**config.mk**
```make
export PLATFORM = sky130hd
export DESIGN_NAME = wbb_front
export DESIGN_NICKNAME = d
export VERILOG_FILES = /design/src/sv/wbb_pkg.sv /design/src/sv/wbb_front.sv
export SDC_FILE = /design/constraint.sdc
export NUM_CORES = 1
export LEC_CHECK = 0
export BUFFER_PORTS_ARGS = -buffer_cell sky130_fd_sc_hd__buf_2
export CAP_MARGIN = 20
export CORE_MARGIN = 3
export CORE_UTILIZATION = 56
export CTS_CLUSTER_DIAMETER = 50
export DETAILED_ROUTE_END_ITERATION = 10
export MAX_ROUTING_LAYER = met4
export PLACE_DENSITY = 0.79
export SLEW_MARGIN = 20
export SYNTH_ARGS = -nofsm -noshare
export SYNTH_HDL_FRONTEND = slang
export SYNTH_SLANG_ARGS = --single-unit
```
**constraint.sdc**
```tcl
create_clock -name clk -period 9.3 [get_ports clk]
set_input_delay 1.86 -clock clk [delete_from_list [all_inputs] [get_ports clk]]
set_output_delay 1.86 -clock clk [all_outputs]
set_load 0.005 [all_outputs]
```
**src/sv/wbb_pkg.sv**
```systemverilog
// Shared constants and types for the white blob bounding box block.
// No dependencies; the front end, scanner and top level refer to it by scoped names.
package wbb_pkg;

    localparam int MAX_WIDTH_DEF  = 1024;
    localparam int MAX_HEIGHT_DEF = 1024;
    localparam int MAX_BOXES_DEF  = 25;
    localparam int QUEUE_DEPTH    = 4;

    localparam int CFG_W       = 11;
    localparam int PIXEL_W     = 8;
    localparam int COORD_OUT_W = 10;
    localparam int COUNT_OUT_W = 5;

    localparam logic [PIXEL_W-1:0] WHITE_VALUE  = 8'hFF;
    localparam logic [CFG_W-1:0]   WIDTH_RESET  = 11'd640;
    localparam logic [CFG_W-1:0]   HEIGHT_RESET = 11'd480;

    // Configuration register indexes
    localparam logic CFG_FRAME_WIDTH  = 1'b0;
    localparam logic CFG_FRAME_HEIGHT = 1'b1;

    typedef enum logic [3:0] {
        S_IDLE,
        S_PX_RD,
        S_PX_CHK,
        S_IN,
        S_G_RD,
        S_G_CHK,
        S_L_RD,
        S_L_CHK,
        S_R_RD,
        S_R_CHK,
        S_B_RD,
        S_B_CHK,
        S_EMIT
    } scan_state_t;

endpackage

```
**src/sv/wbb_front.sv**
```systemverilog
// Front end: accepts pixels, classifies them as white and tags the frame end.
// Depends on wbb_pkg; feeds wbb_queue.
module wbb_front #(
    parameter int DIM_W  = 11,
    parameter int ADDR_W = 20
) (
    input  logic                       clk,
    input  logic                       rst_n,
    input  logic                       push,
    input  logic [wbb_pkg::PIXEL_W-1:0] pixel,
    input  logic [DIM_W-1:0]           cur_w,
    input  logic [DIM_W-1:0]           cur_h,
    input  logic                       q_full,
    output logic                       q_push,
    output logic [ADDR_W+1:0]          q_data
);

    localparam int TOT_W = 2 * DIM_W;

    logic [ADDR_W-1:0] pos_reg;
    logic [ADDR_W-1:0] pos_next;
    logic [ADDR_W:0]   pos_inc;
    logic [TOT_W-1:0]  total;
    logic              last;
    logic              white;

    // Classify the pixel and detect the frame end
    always_comb
    begin
        total   = TOT_W'(cur_w) * TOT_W'(cur_h);
        pos_inc = {1'b0, pos_reg} + (ADDR_W+1)'(1);
        last    = TOT_W'(pos_inc) >= total;
        white   = (pixel == wbb_pkg::WHITE_VALUE);
        q_push  = push && !q_full;
        q_data  = {last, white, pos_reg};
        pos_next = pos_reg;
        if (q_push)
        begin
            pos_next = last ? '0 : pos_inc[ADDR_W-1:0];
        end
    end

    // Advance the load position
    always_ff @(posedge clk or negedge rst_n)
    begin
        if (!rst_n)
        begin
            pos_reg <= '0;
        end
        else
        begin
            pos_reg <= pos_next;
        end
    end

endmodule

```
### Yosys cells after proc, flatten, opt, wreduce, memory -nomap -nowiden

Cells that the tools add are included.

* bits in registers: 20
* bits in latches: 0
* bits in writable memories: 0
* bits in read-only memories: 0
* memories kept: 0

* add/subtract/negate cells: 1
* multiply operators: 1
* divide/modulo/power cells: 0
* $lt $le $gt $ge: 1
* equal/unequal tests: 1
* shift operators: 0
* muxes and demuxes: 1
* bitwise operators: 0
* reduce and logical (&&, ||, !) cells: 2

Operators by type and width (count)
* 21-bit by 22-bit >= comparator with 1-bit output: 1
* 11-bit by 11-bit multiplier with 22-bit output: 1
* 20-bit by 1-bit adder with 21-bit output, second input constant: 1
* 20-bit two-way mux: 1
* 8-bit == test, second input constant: 1
* 1-bit logical AND: 1
* 1-bit logical NOT: 1

### Depth between registers and ports, before layout

* word-level depth: 3
* mapped depth: 29
* depth with buffers taken out: 27

### Worst setup path before layout

No wires, ideal clock.

* path type: in2out
* from: input cur_h[10]
* to: output q_data[21]
* data arrival time: 7.915 ns
* data required time: 7.440 ns
* slack: -0.475 ns
* stages on the path: 25
* path buffers: 2
* cell sequence: clkbuf_1 > nand2_1 > fa_1 > fa_1 > inv_1 > fa_1 > fa_1 > inv_1 > fa_1 > inv_1 > ha_1 > a21o_1 > a2111oi_1 > o2bb2ai_1 > a21o_1 > a21oi_1 > xor2_1 > ha_1 > a21o_1 > a21oi_1 > o21ai_0 > a2111oi_0 > o31a_1 > nor2_1 > buf_4

* word-level cells in the longest chain between the ends: 2

Ends and longest elaborated chain
* from (decl): line wbb_front.sv:12 `input logic [DIM_W-1:0] cur_h,`
* 11-bit by 11-bit multiplier with 22-bit output: line wbb_front.sv:30 `total = TOT_W'(cur_w) * TOT_W'(cur_h);`
* 21-bit by 22-bit >= comparator with 1-bit output: line wbb_front.sv:32 `last = TOT_W'(pos_inc) >= total;`
* to (decl): line wbb_front.sv:15 `output logic [ADDR_W+1:0] q_data`

No other way between the ends.

### Final worst setup path

* from: input cur_h[2]
* to: output q_data[21]

The elaborated chain is that of the path after synthesis.

==> summary.md <==
| Metric | Value |
|---|---|
| NetSw | `1.19 mW` |
| Internal power | `roughly 1.2 mW` |
| Worst setup SP type | `input pin` |
| Core Region | `0.00982 mm²` |
| Total global routing overflow | `0` |
| TritonCTS Buffers | `3` |
| Placement-stage worst setup slack | `-0.537 ns` |
| Starting density of the core | `0.577` |
| Final RePlAce weighted congestion | `0.893` |
| Number of synthesized flops with an enable pin | `0` |
| Vias | `slightly below 5k` |
| All-layer global routing usage | `0.247` |
| Violated checks | `setup timing` |
| Most common cell after layout, fill and taps aside | `inv_1` |
| Element type at the critical path end | `primary output` |
| Endpoint of the worst register-to-register path | `pos_reg[1]` |
| Dominant synthesized flop cell | `dfrtp_1` |
| Final Hold Violating Endpoints | `0` |
| Slew at the pin closest to its max-slew limit | `between 0.7 and 0.8 ns` |
| Antenna cell count | `0` |
| Average footprint of a synthesized cell | `roughly 8.6 µm²` |
| Max Root-Sink Buffers | `2` |
| Number of cells produced by synthesis | `658` |
| Worst slew slack as a fraction of its limit | `0.478` |
| Setup ws final | `-0.0720 ns` |
| Share of the yosys chip area belonging to registers | `0.0884` |
| Worst vdd ir | `0.000311 V` |
| Highest attainable clock frequency | `between 0.1 and 0.15 GHz` |
| Proportion of power drawn by the clock network | `0.024` |
| Antenna-violating nets left | `0` |
| Clock-pin slew of the registers on the worst-case setup and hold paths | `approximately 0.070 ns` |
| Root buffer cell | `clkbuf_8` |
| Crit Path Category | `in -> out` |
| Via density | `5.51` |
| Number of flip-flops and latches in the synthesized netlist | `20` |
| Run status | `complete, but fails checks` |
| Cell area after layout | `0.00689 mm²` |
| Switching share of power | `0.493` |
| Hold_sp | `pos_reg[19]` |
| Instance count along the most critical hold path | `2` |
| Largest net degree at the start of global routing | `26` |
| WL met2 | `7.37 mm` |
| Number of global-route vias before repair | `between 5k and 6k` |
| Ys async rst share | `1.00` |
| Wire length on met1 | `5.35 mm` |
| Hold buffer count at CTS | `0` |
| CTS tree | `built` |
| Highest metal layer used by the detailed router | `met4` |
| Flip-flop count of the largest register after layout | `20` |
| Clock Skew | `0.00170 ns` |
| First-pass GRT wire length | `~23 mm` |
| Met3 Routed Length | `~450 µm` |
| Number of iterations in the first detailed-routing pass | `7` |
| Data arrival time of the critical path | `7.51 ns` |
| Final worst path period share | `1.01` |
| Number of endpoints failing setup at the final stage | `1` |
| Leakage power | `approximately 3.5 nW` |
| Cells on worst reg2reg path | `13` |
| Internal reg-to-reg setup slack | `5.11 ns` |
| Required time of the worst setup path | `~7.4 ns` |
| Max capacitance violation total | `0` |
| WL final | `roughly 13 mm` |
| Post-synthesis cell type count | `42` |
| Sequential Power Share | `0.072` |
| Row Count | `36` |
| Worst min-delay path category | `reg -> reg` |
| Initial detailed-routing violation count | `between 200 and 250` |
| Max-slew violation count | `0` |
| Critical register-to-register path startpoint | `pos_reg[0]` |
| Worst hold path endpoint | `pos_reg[19]` |
| NumNets Final | `approximately 950` |
| Yosys Warn Count | `0` |
| Antenna violations before repair | `0` |
| Area of the die | `approximately 0.011 mm²` |
| Clock period minus final worst setup slack | `roughly 9.4 ns` |
| Die Wd | `107 µm` |
| Routed length per placed instance | `roughly 15 µm` |
| Critical path peak fanout | `10` |
| Final HPWL DP | `~11 mm` |
| Clock network latency to the later pin of the worst-skew pair | `approximately 0.26 ns` |
| Port Buffer Count | `56` |
| Filler Cell Count | `around 800` |
| Commonest cells after routing, fill and taps aside | `inv_1, fa_1, ha_1` |
| DRC violation count after routing | `0` |
| Cell Area, Placed | `between 0.006 and 0.007 mm²` |
| Synthesized cell area | `0.00566 mm²` |
| Height of the chip | `roughly 110 µm` |
| CTS sink count | `20` |
| Cell area power density | `352 mW/mm²` |
| Share of power burned in combinational logic | `0.905` |
| Nets in the synthesized netlist | `between 800 and 900` |
| Summed negative setup slack over all endpoints | `-0.0720 ns` |
| P&R area growth vs syn | `21.6%` |
| Layout cell share with drive strength beyond 1 | `0.240` |
| H-tree depth reported by CTS | `1` |
| I/O pin count | `57` |
| Setup repair after global routing missed its margin | `yes` |
-- critical path, cell delays in order --
cell	delay, ns
buf_12	0.10
nand2_4	0.05
fa_1	0.50
fa_1	0.54
inv_2	0.04
fa_1	0.50
fa_1	0.51
inv_2	0.04
fa_1	0.52
inv_2	0.05
ha_4	0.21
a21o_1	0.19
a2111oi_4	0.37
o2bb2ai_2	0.12
a21o_1	0.18
a21oi_2	0.14
xor2_1	0.17
ha_1	0.27
a21o_1	0.19
a21oi_2	0.17
o21ai_2	0.08
a2111oi_4	0.29
o31a_1	0.23
nor2_2	0.05
buf_2	0.12
-- worst max-delay path by stage --
stage                  start  cells after the start         end  slack [ns]
finish              cur_h[2]                     25  q_data[21]       -0.07
global route        cur_h[2]                     25  q_data[21]       -0.29
CTS                 cur_w[3]                     25  q_data[21]       -0.11
detailed placement  cur_h[9]                     25  q_data[21]       -0.54
global placement    cur_h[2]                     25  q_data[21]       -0.30
floorplan           cur_w[3]                     25  q_data[21]       0.006
-- kinds of logic (layout without fill, tap and decap cells) --
family,after synthesis,in the layout,share of synthesized area
flops,20,20,0.0884
buf+inv,124,219,0.0848
fa+ha+maj,162,162,0.464
simple gates,247,247,0.229
xor+xnor,34,34,0.0526
compound gates,71,71,0.0811
-- metrics by stage --
stage | std cells | hold WS, ns | power [mW] | util
finish | 886 | 0.615 | 2.42 | 0.701
global route | 886 | 0.659 | 2.68 | 0.701
CTS | 885 | 0.618 | 2.28 | 0.689
detailed placement | 876 | 0.608 | 2.08 | 0.661
global placement | 876 | 0.590 | 1.96 | 0.661
floorplan | 658 | 0.568 | 1.49 | -
-- synthesized netlist by cell type (11+ instances only) --
cell | count | area share
inv_1 | 93 | 0.062
ha_1 | 82 | 0.18
fa_1 | 80 | 0.28
nand2_1 | 71 | 0.047
and2_1 | 67 | 0.074
nor2_1 | 46 | 0.030
clkbuf_1 | 28 | 0.019
a21oi_1 | 21 | 0.019
dfrtp_1 | 20 | 0.088
xnor2_1 | 18 | 0.028
nand3_1 | 16 | 0.014
xor2_1 | 16 | 0.025
o21ai_0 | 15 | 0.013
a21o_1 | 13 | 0.017
nor3_1 | 11 | 0.0097
-- final cells by class --
class	count	area (µm²)	area share
clock buffers	3	41.3	0.00599
inverters	93	349	0.0507
multi-input cells	514	4890	0.710
flip-flops and latches	20	500	0.0727
well taps	133	166	0.0242
repair buffers	123	941	0.137
-- power groups by stage --
stage / logic, mW / registers (mW) / clock network, mW
5_1_grt: 2.44 / 0.181 / 0.0640
2_1_floorplan: 1.33 / 0.165 / 0
6_report: 2.19 / 0.174 / 0.0574
3_5_place_dp: 1.90 / 0.173 / 0
3_3_place_gp: 1.79 / 0.171 / 0
4_1_cts: 2.05 / 0.172 / 0.0579
-- per-layer routing --
layer,GRT usage,up-vias
met2,0.460,121
met4,0.0511,0
li1,-,2313
met5,-,-
met1,0.294,2413
met3,0.0217,34
-- repair_timing --
action / in CTS / in global routing
pin swaps: 26 / 33
cloned: 1 / 0
setup endpoints to repair: 1 / 1
buffers inserted: 5 / 1
gates resized for setup: 48 / 36
Power figures use the tool's default switching activity.
