## config.mk

```make
export PLATFORM = sky130hd
export DESIGN_NAME = wbb_queue
export DESIGN_NICKNAME = d
export VERILOG_FILES = /design/src/sv/wbb_queue.sv
export SDC_FILE = /design/constraint.sdc
export NUM_CORES = 1
export LEC_CHECK = 0
export BUFFER_PORTS_ARGS = -buffer_cell sky130_fd_sc_hd__clkbuf_2
export CAP_MARGIN = 20
export CORE_UTILIZATION = 51
export DETAILED_ROUTE_END_ITERATION = 10
export MAX_ROUTING_LAYER = met4
export PLACE_DENSITY = 0.75
export SLEW_MARGIN = 20
export SYNTH_ARGS = -nofsm -noshare
export SYNTH_HDL_FRONTEND = slang
export SYNTH_SLANG_ARGS = --single-unit
```

## constraint.sdc

```tcl
create_clock -name clk -period 1.68 [get_ports clk]
set_input_delay 0.336 -clock clk [delete_from_list [all_inputs] [get_ports clk]]
set_output_delay 0.336 -clock clk [all_outputs]
set_load 0.01 [all_outputs]
```

## src/sv/wbb_queue.sv

```systemverilog
// Short queue between the front end and the scanner.
// Does not depend on wbb_pkg; generic width and depth.
module wbb_queue #(
    parameter int WIDTH = 22,
    parameter int DEPTH = 4
) (
    input  logic             clk,
    input  logic             rst_n,
    input  logic             wr_en,
    input  logic [WIDTH-1:0] wr_data,
    input  logic             rd_en,
    output logic [WIDTH-1:0] rd_data,
    output logic             full,
    output logic             empty
);

    localparam int PTR_W = (DEPTH > 1) ? $clog2(DEPTH) : 1;
    localparam int CNT_W = $clog2(DEPTH + 1);

    logic [WIDTH-1:0] slot_reg [DEPTH];
    logic [PTR_W-1:0] wr_ptr_reg;
    logic [PTR_W-1:0] rd_ptr_reg;
    logic [CNT_W-1:0] cnt_reg;

    assign full    = (cnt_reg == CNT_W'(DEPTH));
    assign empty   = (cnt_reg == '0);
    assign rd_data = slot_reg[rd_ptr_reg];

    // Hold entries
    always_ff @(posedge clk)
    begin
        if (wr_en)
        begin
            slot_reg[wr_ptr_reg] <= wr_data;
        end
    end

    // Advance pointers and count
    always_ff @(posedge clk or negedge rst_n)
    begin
        if (!rst_n)
        begin
            wr_ptr_reg <= '0;
            rd_ptr_reg <= '0;
            cnt_reg    <= '0;
        end
        else
        begin
            if (wr_en)
            begin
                wr_ptr_reg <= (wr_ptr_reg == PTR_W'(DEPTH - 1)) ? '0 : wr_ptr_reg + PTR_W'(1);
            end
            if (rd_en)
            begin
                rd_ptr_reg <= (rd_ptr_reg == PTR_W'(DEPTH - 1)) ? '0 : rd_ptr_reg + PTR_W'(1);
            end
            if (wr_en && !rd_en)
            begin
                cnt_reg <= cnt_reg + CNT_W'(1);
            end
            else if (rd_en && !wr_en)
            begin
                cnt_reg <= cnt_reg - CNT_W'(1);
            end
        end
    end

endmodule

```

---- Word-level counts from Yosys, hierarchy flattened ----
Memories as Yosys holds them, arrays and structs flattened.
Index checks and enable logic that the tools add are counted.
storage, ports and cells
  bits in registers ....................... 7
  logic and storage cells ................. 23
  bits in writable memories ............... 88
  bits of input ports ..................... 26
  memories ................................ 1
  output and inout bits ................... 24
operators by class
  equality and inequality tests ........... 3
  reduce and logical (&&, ||, !) cells .... 6
  multiplexer cells ....................... 6
  add/sub/neg operators ................... 4
memory list
  memory    words  width  rd ports  clocked after Yosys merged registers in  wr ports  RTL line  text
  slot_reg  4      22     1         0                                        1         20        logic [WIDTH-1:0] slot_reg [DEPTH];
operators with widths
  kind                   number
  $mux W3                2
  $add A2 B1 Y2 const B  2
  $eq A2 B2 Y1 const B   2
  $mux W2                2
  $add A3 B1 Y3 const B  1
  $eq A3 B3 Y1 const B   1
  $logic_not A3 Y1       1
  $sub A3 B1 Y3 const B  1
  $logic_and A1 B1 Y1    2
  $logic_not A1 Y1       2
  $mux W1                2
  $reduce_bool A2 Y1     1

---- Logic depth before layout (Yosys ltp) ----
Gate-level depths: netlist of run 1.
  depth in word-level cells ............... 4
  depth in mapped cells ................... 7
  gate-level depth less buffers ........... 7

---- Worst setup path before layout of run 1 ----
OpenSTA, ideal clock, no wires.
  path type ............................... reg2reg
  from .................................... register wr_ptr_reg[0]
  to ...................................... memory slot_reg[2][0] (enable)
  period minus slack after synthesis ...... 1.568 ns
  setup slack ............................. 0.112 ns
  setup time .............................. 0.381 ns
  cell stages (with the launch flop) ...... 4
  data required time ...................... 1.299 ns
  buffers on the path ..................... 0
  arrival ................................. 1.187 ns
  path through ............................ dfrtp_1 -> inv_1 -> ha_1 -> and2_1
RTL lines
  what                    RTL line  text
  start, declared         21        logic [PTR_W-1:0] wr_ptr_reg;
  start signal, assigned  51        wr_ptr_reg <= (wr_ptr_reg == PTR_W'(DEPTH - 1)) ? '0 : wr_ptr_reg + PTR_W'(1);
  end, declared           20
Straight into the memory's write port.

---- Worst setup path after layout of run 1 ----
  from .................................... register rd_ptr_reg[0]
  to ...................................... output port rd_data[6]
between the ends
  longest elaborated chain between the ends .. 1
RTL lines
  what                    RTL line  text
  start, declared         22        logic [PTR_W-1:0] rd_ptr_reg;
  start signal, assigned  55        rd_ptr_reg <= (rd_ptr_reg == PTR_W'(DEPTH - 1)) ? '0 : rd_ptr_reg + PTR_W'(1);
  $mem_v2 Z4 W22          n/a
  end, declared           12        output logic [WIDTH-1:0] rd_data,
Every way passes these cells.

==> results of run 1 <==
## cell usage in the layout (no fill, tap or decap)
cell                             n
sky130_fd_sc_hd__edfxtp_1       88
sky130_fd_sc_hd__clkbuf_2       47
sky130_fd_sc_hd__mux4_2         21
sky130_fd_sc_hd__clkbuf_8        9
sky130_fd_sc_hd__buf_4           8
sky130_fd_sc_hd__ha_1            6
sky130_fd_sc_hd__dfrtp_1         6
sky130_fd_sc_hd__inv_1           5
sky130_fd_sc_hd__and2_1          4
sky130_fd_sc_hd__buf_12          4
sky130_fd_sc_hd__mux2_2          3
sky130_fd_sc_hd__clkinvlp_4      3
sky130_fd_sc_hd__o21ai_0         2
sky130_fd_sc_hd__nor2_1          2
sky130_fd_sc_hd__xor2_1          2
sky130_fd_sc_hd__clkbuf_1        2
sky130_fd_sc_hd__clkbuf_16       2
sky130_fd_sc_hd__buf_6           2
sky130_fd_sc_hd__nor3_1          1
sky130_fd_sc_hd__mux4_1          1
sky130_fd_sc_hd__nor3b_1         1
sky130_fd_sc_hd__xnor2_1         1
sky130_fd_sc_hd__nand3_1         1
sky130_fd_sc_hd__nand2_1         1
sky130_fd_sc_hd__fa_1            1
sky130_fd_sc_hd__clkinv_1        1
sky130_fd_sc_hd__clkinv_4        1
sky130_fd_sc_hd__dlygate4sd3_1   1
sky130_fd_sc_hd__buf_2           1
sky130_fd_sc_hd__dfrtp_2         1
## stage by stage
stage          area [um^2]  std cells  setup TNS, ns  hold slack [ns]  util, %
6_report              4310        324          -6.44            0.200     63.0
5_1_grt               4310        324          -7.92            0.192     63.0
4_1_cts               4220        319          -6.27            0.184     61.8
3_5_place_dp          4060        302              0            0.190     59.4
3_3_place_gp          4060        302              0            0.189     59.4
2_1_floorplan         3630        152              0           0.0404        -
## how the worst max path moves through the flow
| stage | to | startpoint | slack, ns |
|---|---|---|---|
| after floorplan | slot_reg[2][0] | wr_ptr_reg[0] | 0.11 |
| after global placement | rd_data[3] | rd_ptr_reg[0] | 0.06 |
| after detailed placement | rd_data[3] | rd_ptr_reg[0] | 0.05 |
| after CTS | rd_data[6] | rd_ptr_reg[0] | -0.32 |
| after global routing | rd_data[6] | rd_ptr_reg[0] | -0.41 |
| final | rd_data[6] | rd_ptr_reg[0] | -0.35 |
## worst max-delay path: cells and delay by family (launching register included)
family	cells	cell delay, ns
DFF	1	0.39
buffers and inverters	3	0.42
muxes	1	0.54
## where the power goes
part	switching, W	internal [W]
combinational	0.00115	0.00127
sequential	0.000153	0.00305
clock	0.000736	0.000536
## synth_stat cells, types with 2 or more instances
cell type | count | area share [%]
sky130_fd_sc_hd__mux4_2 | 18 | 11
sky130_fd_sc_hd__mux2_2 | 3 | 0.93
sky130_fd_sc_hd__buf_2 | 2 | 0.28
sky130_fd_sc_hd__xor2_1 | 2 | 0.48
sky130_fd_sc_hd__buf_12 | 2 | 1.1
sky130_fd_sc_hd__edfxtp_1 | 88 | 73
sky130_fd_sc_hd__mux4_1 | 4 | 2.9
sky130_fd_sc_hd__nor2_1 | 2 | 0.21
sky130_fd_sc_hd__o21ai_0 | 2 | 0.28
sky130_fd_sc_hd__and2_1 | 4 | 0.69
sky130_fd_sc_hd__inv_1 | 5 | 0.52
sky130_fd_sc_hd__ha_1 | 6 | 2.1
sky130_fd_sc_hd__dfrtp_1 | 7 | 4.8
## repair_timing
item | 4_1_cts | 5_1_grt
endpoints found under the hold margin | 7 | 0
gates resized for setup | 3 | 3
hold buffers | 1 | 0
setup endpoints to repair | 22 | 22
gates cloned | 0 | 3
setup buffers | 0 | 2
## layout make-up
type | count | area [um^2] | share of cell area (%)
tap | 96 | 120 | 2.79
timing repair buffer | 65 | 463 | 10.8
clock inverter | 5 | 35.0 | 0.814
multi-input combinational | 47 | 718 | 16.7
inverter | 5 | 18.8 | 0.436
clock buffer | 11 | 131 | 3.05
sequential | 95 | 2820 | 65.5
## per-layer routing
layer | up-vias | share of wire (%) | track usage, %
met1 | 869 | 46 | 23.0
li1 | 767 | - | -
met3 | 11 | 4.8 | 3.81
met5 | - | 0 | -
met2 | 55 | 47 | 27.8
met4 | 0 | 2.1 | 8.64
## cells by family after synthesis
group,after synthesis,share of synthesized area (%)
flops,95,77.7
xor+xnor,3,0.725
compound gates,2,0.276
buf+inv,10,2.21
simple gates,10,1.48
fa+ha+maj,7,2.62
mux,25,15.0
==> results.txt, run 1 <==
The flow ran to the end, but the final reports show violations. The checks that failed: negative setup slack. The netlist area before placement is 3630 um^2.

The clock-pin slew on the worst setup and hold paths works out to 0.08 ns. The final count of hold timing violations came out at 0. The final route contains 1702 vias.

At the end of routability-driven placement, the weighted congestion stood at 0.737. Clock tree synthesis inserted a total of 9 buffers. The maximum operating frequency is 0.492 GHz. Longest individual stage delay on the worst path: 0.54 ns. 50 I/O pins were placed. The count of nets left with antenna violations after detail routing is 0. The tools report the start point of the worst min-delay path as wr_data[15]. In this run the power density over the cells is 1600 nW/um^2. Setup violations remaining at the end of the flow were counted as 22.

The number of different library cells used by synthesis comes to 20. The average cell area after synthesis works out to 23.9 um^2. The horizontal die dimension came out at 86.3 um. CTS built an H-tree with a depth of 3.

Synthesis-to-finish area growth: 18.7%. TritonCTS built the clock tree. Data on the critical path is required at its endpoint by 1.34 ns. The initial utilization of the core area, before any placement, comes to 53.1%. Headroom to the max-slew limit came out at 77.1%. Cells with a size suffix above 1 make up 44.7% of the layout. The slew at the pin closest to its max-slew limit was 0.344 ns.

The number of optimization iterations in the first detailed-route pass is 4, and the post-DP HPWL is 3620 um. The path class of the lowest-slack min-delay path was input port to flip-flop. The slowest stage of the critical path is the sky130_fd_sc_hd__mux4_2 cell. In this run, synthesis inferred 88 flip-flops with an integrated enable.

Area of the core region: 6830 um^2. Overall power consumption after layout is estimated at 0.00690 W. After detailed routing, the number of vias per cell comes to 5.25.

The tools report the number of max-cap violations as 0. The origin of the critical flop-to-flop path was wr_ptr_reg[0]. The longest clock path from root to sink contains 2 buffers. The first global-routing pass estimated 9120 um of wire. The number of synthesized register bits works out to 95.

After global routing the overflow that remains totals 0. The cell count of the worst hold path works out to 1. The tools report the largest clock skew in the final design as 0.00520 ns. Of the synthesized area, sequential elements account for 77.7%. Setup repair after global routing could not meet its margin everywhere.

The worst-case IR drop observed on VDD is 0.000751 V. The post-detailed-route DRC marker count was 0; the sink count of the clock tree was 95. The slack of the worst reg-to-reg path was 0.30 ns; the violation count after the first detailed-route iteration was 60.

The number of cells on the worst reg-to-reg path is 4. The number of nets in the synthesized netlist is 185. The analysis attributes to cell leakage a power of 1.54 nW. The cell count after synthesis is 152, and the time the final worst path needs with I/O delays and setup is 2.03 ns. The run gives -0.351 ns as the worst setup margin. Master cell of the clock root buffer: sky130_fd_sc_hd__clkbuf_8. The tools report the destination of the worst register-to-register timing path as slot_reg[2][17]. Across every metal layer, demand over resource in global routing totals 18.0%.

The per-cell routed wire length was 18.5 um; the endpoint arrival time on the critical path was 1.70 ns. The critical path goes through buf_4 > buf_12 > mux4_2 > clkbuf_2. The predominant post-synthesis flop cell is sky130_fd_sc_hd__edfxtp_1. The floorplan step defined a die boundary enclosing 7450 um^2. The height of the chip works out to 86.3 um. The number of rows created at floorplan is 30. At the later pin of the worst-skew pair, clock insertion delay measures 0.35 ns. The routed design has 5990 um of wire.

The type of element capturing the critical path was an output port. The register with the most flip-flops in the layout has 88 of them. Of the available clock period, the critical path in the final layout requires 121%. The run gives 0 as the diode insertion count for antenna repair.

In this run the worst path has a maximum fanout of 5. The via count of the first global-routing pass came out at 1752. The Yosys step of the flow raised 0 warnings.

Entering global routing, the biggest net connects 23 pins. The max-slew violation count was 0. STA classifies the critical path startpoint as a flip-flop. At the placement stage, the worst setup path has a slack of 0.0485 ns. The async set or reset register ratio after synthesis is 7.37%. By startpoint and endpoint, the worst setup path is classified as flip-flop to output port.

The initial antenna violation count came out at 0. Worst-case hold path end point: slot_reg[3][15]. The final layout contains 256 nets. The count of port buffers added during placement is 49, and the filler cell count is 501.
Note: power is estimated with default switching activity, not from simulation.
==> inputs of run 2 (changes only) <==
CORE_ASPECT_RATIO = 1.1   (was default)
==> results.txt, run 2 (synthesis results as in run 1) <==
Internal power comes to 0.00515 W. The number of optimization iterations in the first detailed-route pass is 4, and the final clock period utilization by the worst path is 118%. Relative to the synthesized area, the layout overhead comes to 19.7%.

The run gives 9 as the total CTS buffers. The register with the most flip-flops in the layout has 88 of them. For the post-layout net count, the log shows 256. In the final routed layout, each cell accounts on average for 18.7 um. The vias per cell came out at 5.37.

The routability congestion estimate from global placement was 0.723. The number of I/O pins was 50. The share of total power in combinational logic was 32.9%; the proportion of layout cells with a drive suffix above 1 was 45.6%. CTS saw 95 sinks.

The final count of hold timing violations was 0. STA classifies the critical path startpoint as a flip-flop. Detailed placement finished with a half-perimeter wire length of 3820 um.

The tools report the static leakage as 1.57 nW. The logs give 0 for the initial antenna violation count and 54.1% for the initial cell density of the core. Leaving out fill and tap cells, the most frequent cell in the layout is sky130_fd_sc_hd__edfxtp_1. The worst setup path is captured at an output port.

The logs give 2 for the clock tree buffer depth and 1666 for the total vias in the final route. TritonCTS built the clock tree. The final reports fail on negative setup slack. The area occupied by multi-input gates was 714 um^2; the final instance area was 4340 um^2. The violation count after the first detailed-route iteration was 71. Entering global routing, the biggest net connects 19 pins. The time the final worst path needs with I/O delays and setup came out at 1.98 ns. In the routed design, unresolved DRC markers number 0. In this run the clock root is driven by a sky130_fd_sc_hd__clkbuf_8. The worst path required time was 1.34 ns; the worst slew margin relative to its limit was 86.0%. Across the VDD grid, the largest voltage drop is 0.000944 V. The H-tree was split into 3 levels. The via count of the first global-routing pass was 1790. The maximum net fanout on the critical path is 7. The run gives 0.0117 ns as the largest clock skew in the final design. Measured along the y axis, the die boundary spans 90.5 um. The all-layer global routing usage was 18.5%. Cells fill 64.7% of the core in the end. The flow ran to the end, but the final reports show violations. The endpoint arrival time on the critical path was 1.64 ns. The die is 82.4 um wide.

Path class of the lowest-slack min-delay path: input port to flip-flop. The floorplan step defined a die boundary enclosing 7450 um^2. The first global-routing pass estimated 9190 um of wire.

Derived from the worst setup path, the maximum achievable clock frequency is 0.505 GHz. Setup repair after global routing could not meet its margin everywhere. The number of rows created at floorplan is 31. The number of max-cap violations came out at 0. In this run the remaining antenna-violating nets after routing total 0.

Category of the critical setup timing path: flip-flop to output port. The switching power is 0.00201 W. At the pin with the least slew margin, the transition time is 0.209 ns.

The cell area after placement was 4080 um^2. The worst setup margin was -0.298 ns; the power per standard cell area was 1650 nW/um^2. The filler cells instantiated in the layout total 457. The top cell types in the final layout, fill and taps aside, are sky130_fd_sc_hd__edfxtp_1, sky130_fd_sc_hd__clkbuf_2, sky130_fd_sc_hd__mux4_2, sky130_fd_sc_hd__clkbuf_8, sky130_fd_sc_hd__buf_4. The clock network burns 22.1% of the power. 0 antenna diodes ended up in the layout.

The register area was 2820 um^2. Setup violations remaining at the end of the flow were counted as 22. The core region is 6710 um^2. The tools report the register share of total power as 45.1%. The total overflow left after global routing is 0.

The max-slew violation count was 0; the clock latency on the worst-skew pair was 0.35 ns. Input and output buffers added on the ports amount to 49. The proportion of total power due to net switching came out at 28.1%. The run gives 5800 um as the aggregate routed wire length.

After clock tree synthesis, the clock-pin slew on the worst setup and hold paths is 0.09 ns.
-- run 2: changes by cell type in the layout (fill, tap and decap cells not counted), sizes merged --
cell / before / now
bufinv: 0 / 2
buf: 15 / 20
clkbuf: 60 / 54
clkinvlp: 3 / 0
clkinv: 2 / 3
inv: 5 / 6
-- run 2: layer usage --
layer	track usage, %	wire (um)
met5	-	0
met2	29.0	2920
met3	5.05	258
met4	8.33	113
met1	22.3	2510
-- run 2: what timing repair did --
item,4_1_cts,5_1_grt
gates resized for setup,3,14
hold endpoints to repair,7,0
setup buffers,1,0
gates cloned,1,0
endpoints found under the setup margin,22,22
hold buffers,1,0
-- run 2: final cells by class --
class                           count  share of cell area (%)
Clock inverter                      6                    1.90
Inverter                            5                   0.432
Sequential cell                    95                    64.9
Timing Repair Buffer               65                    11.0
Multi-Input combinational cell     47                    16.5
Clock buffer                       10                    2.94
Tap cell                           82                    2.36
-- run 2: power by group through the flow --
| stage | sequential, W | clock, W | combinational [W] |
|---|---|---|---|
| floorplan | 0.00322 | 0 | 0.00147 |
| global placement | 0.00324 | 0 | 0.00220 |
| detailed placement | 0.00327 | 0 | 0.00223 |
| CTS | 0.00323 | 0.00161 | 0.00238 |
| global route | 0.00327 | 0.00170 | 0.00257 |
| finish | 0.00323 | 0.00158 | 0.00235 |
-- run 2: critical path, stage by stage (launching register included) --
cell and delay, ns:
sky130_fd_sc_hd__dfrtp_2 0.47, sky130_fd_sc_hd__buf_6 0.17, sky130_fd_sc_hd__mux4_2 0.51, sky130_fd_sc_hd__clkbuf_2 0.15
-- run 2: path summary, 6_finish.rpt --
check                                    from               to  cells past startpoint  slack (ns)
max in group asynchronous               rst_n    rd_ptr_reg[0]                      2        1.13
worst min-delay path               wr_data[2]   slot_reg[2][2]                      1        0.20
min in group asynchronous               rst_n    rd_ptr_reg[1]                      2        0.35
worst min register to register     cnt_reg[2]       cnt_reg[2]                      1        0.50
worst max register to register  wr_ptr_reg[0]  slot_reg[0][20]                      4        0.30
worst max-delay path            rd_ptr_reg[0]      rd_data[12]                      3       -0.30
-- run 2: stage by stage --
stage / cells / hold WS, ns / power (W) / setup WS [ns] / TNS (ns)
after floorplan: 152 / 0.0404 / 0.00469 / 0.112 / 0
after global placement: 292 / 0.191 / 0.00544 / 0.0595 / 0
after detailed placement: 292 / 0.187 / 0.00550 / 0.0102 / 0
after CTS: 311 / 0.184 / 0.00721 / -0.367 / -7.14
after global routing: 310 / 0.184 / 0.00755 / -0.364 / -7.59
final: 310 / 0.196 / 0.00716 / -0.298 / -6.01
==> inputs of run 3 (changes only) <==
CELL_PAD_IN_SITES_DETAIL_PLACEMENT = 0   (was default)
CELL_PAD_IN_SITES_GLOBAL_PLACEMENT = 1   (was default)
CORE_UTILIZATION = 44   (was 51)
PLACE_DENSITY = 0.74   (was 0.75)
==> results.txt, run 3 (synthesis results as in run 1) <==
The tools report the total overflow reported by the global router as 0. The area of the core region was 7960 um^2. The highest ir drop seen on vdd is 0.000555 V, and the worst slew margin relative to its limit is 84.1%. The power per standard cell area works out to 1560 nW/um^2. The worst-path cell with the longest stage delay is sky130_fd_sc_hd__mux4_2. The CTS H-tree depth was 3. The per-cell routed wire length works out to 16.4 um. The tools report the start point of the worst min-delay path as wr_data[1]. The maximum net fanout on the critical path was 10.

The tools report the initial antenna violation count as 0. The final layout contains routed wiring with a total length of 5480 um. The endpoint arrival time on the critical path was 1.61 ns; the number of flip-flops under the largest register name was 88.

Setup violations remaining at the end of the flow were counted as 22. Using the TritonRoute via totals, the vias-per-cell ratio works out to 4.86. Data on the critical path is required at its endpoint by 1.34 ns. The die covers 8610 um^2. The design draws 0.00665 W. In this run the deepest clock path goes through 2 buffers.

The final clock period utilization by the worst path is 116%. The tools report the maximum operating frequency as 0.514 GHz. In this run the critical register-to-register path is captured at slot_reg[0][17]. The path with the worst hold slack has its endpoint at slot_reg[3][1]. Measured in cells, the most critical reg-to-reg path has a length of 4.

At the end of routability-driven placement, the weighted congestion stood at 0.698. The filler cell count is 650. The logs give 0 for the number of max-cap violations and 0.27 ns for the slack of the worst reg-to-reg path. At the pin with the least slew margin, the transition time is 0.239 ns. The flow ran to the end, but the final reports show violations.

The worst setup margin was -0.266 ns. The path class of the tightest hold or removal check is input port to flip-flop. The startpoint identified for the worst register-to-register timing path is wr_ptr_reg[0]. The run gives 95 as the sink count of the clock tree. TritonCTS built the clock tree. Cells fill 53.5% of the core in the end. The startpoint type of the worst setup path was a flip-flop.

For this run, design rule violations remaining after detail routing come to 0. The logs give 9 for the total CTS buffers and 8830 um for the first-pass GRT wire length. For this design the top-level I/O count stands at 50.

After clock tree synthesis, the clock-pin slew on the worst setup and hold paths is 0.09 ns. The initialized floorplan defines 34 standard-cell rows. For the final database, setup skew stands at 0.0106 ns. CTS placed an instance of sky130_fd_sc_hd__clkbuf_8 at the clock tree root. From synthesis to final layout, the design area changed by 17.4%. The die is 97.2 um tall. The time the final worst path needs with I/O delays and setup works out to 1.95 ns. The number of optimization iterations in the first detailed-route pass is 4, and the final instance area is 4260 um^2. Once the floorplan was initialized, standard cells occupied 45.6% of the core.

Cells with a size suffix above 1 make up 44.7% of the layout. The count of port buffers added during placement works out to 49. From left edge to right edge, the die measures 88.6 um. Setup repair after global routing could not meet its margin everywhere.

For this block, the via count after detailed routing is 1624. The largest single stage delay on the critical path is 0.52 ns. Walking the worst path, the cells encountered are buf_12 > mux4_2 > clkbuf_2. At the end of the flow, the number of nets in the layout was 254. Category of the critical setup timing path: flip-flop to output port. The run gives 0 as the final count of hold timing violations. The cell count of the worst hold path came out at 1.

The clock latency on the worst-skew pair came out at 0.35 ns. In the layout the commonest cells are sky130_fd_sc_hd__edfxtp_1, sky130_fd_sc_hd__clkbuf_2, sky130_fd_sc_hd__mux4_2, sky130_fd_sc_hd__clkbuf_8, sky130_fd_sc_hd__buf_4. The post-DP HPWL is 3700 um. The checks that failed: negative setup slack. Max-slew violation count: 0. The accumulated negative setup slack was -5.22 ns. Entering global routing, the biggest net connects 23 pins.

The diode insertion count for antenna repair was 0; the via count of the first global-routing pass was 1704. The count of nets left with antenna violations after detail routing is 0, and the static leakage is 1.53 nW. STA classifies the critical path endpoint as an output port. The detailed router finished its first iteration with 89 violations. The cell area after placement is 4090 um^2. Most common cell after layout, fill and taps aside: sky130_fd_sc_hd__edfxtp_1. Global routing used 14.9% of the available tracks across all layers.
[run 3: cell count changes in the layout (fill, tap and decap cells not counted), sizes merged]
cell    delta
clkbuf     +4
clkinv     +2
buf        -6
bufinv     -2
[run 3: worst max-delay path: cells and delay by family (launching register included)]
family	cells	cell delay, ns
muxes	1	0.52
buffers and inverters	2	0.30
DFF	1	0.43
[run 3: worst max path at each step]
stage	startpoint	end	slack, ns
final	rd_ptr_reg[0]	rd_data[17]	-0.27
after global placement	rd_ptr_reg[0]	rd_data[3]	0.05
after detailed placement	rd_ptr_reg[0]	rd_data[3]	0.01
after global routing	rd_ptr_reg[0]	rd_data[11]	-0.33
after floorplan	wr_ptr_reg[0]	slot_reg[2][0]	0.11
after CTS	rd_ptr_reg[0]	rd_data[5]	-0.30
[run 3: layer usage]
layer	track usage (%)	share of wire [%]
met1	18.4	44
met4	7.07	2.2
met5	-	0
met2	23.3	51
met3	3.23	2.9
[run 3: power breakdown]
group	internal [W]	total [W]	switching, W
Combinational	0.00114	0.00218	0.00104
Clock	0.000531	0.00126	0.000724
Sequential	0.00305	0.00322	0.000167
Total	0.00473	0.00665	0.00193
[run 3: cell type report]
type	instances	area, um^2	area share, %
timing repair buffer	63	407	9.55
clock buffer	10	128	3.00
clock inverter	6	35.0	0.823
inverter	5	18.8	0.441
multi-input combinational	47	714	16.8
tap	108	135	3.17
sequential	95	2820	66.2
[run 3: stage by stage]
| step | std cells | setup slack (ns) | hold WS [ns] |
|---|---|---|---|
| after global routing | 334 | -0.330 | 0.176 |
| after CTS | 334 | -0.299 | 0.180 |
| after floorplan | 152 | 0.112 | 0.0404 |
| after global placement | 317 | 0.0473 | 0.195 |
| after detailed placement | 317 | 0.0108 | 0.195 |
| final | 334 | -0.266 | 0.196 |
[run 3: repair_timing]
item / 4_1_cts / 5_1_grt
buffers inserted: 0 / 0
pin swaps: 0 / 0
gates resized for setup: 6 / 1
endpoints found under the setup margin: 22 / 22
hold buffers: 1 / 0
endpoints found under the hold margin: 7 / 0
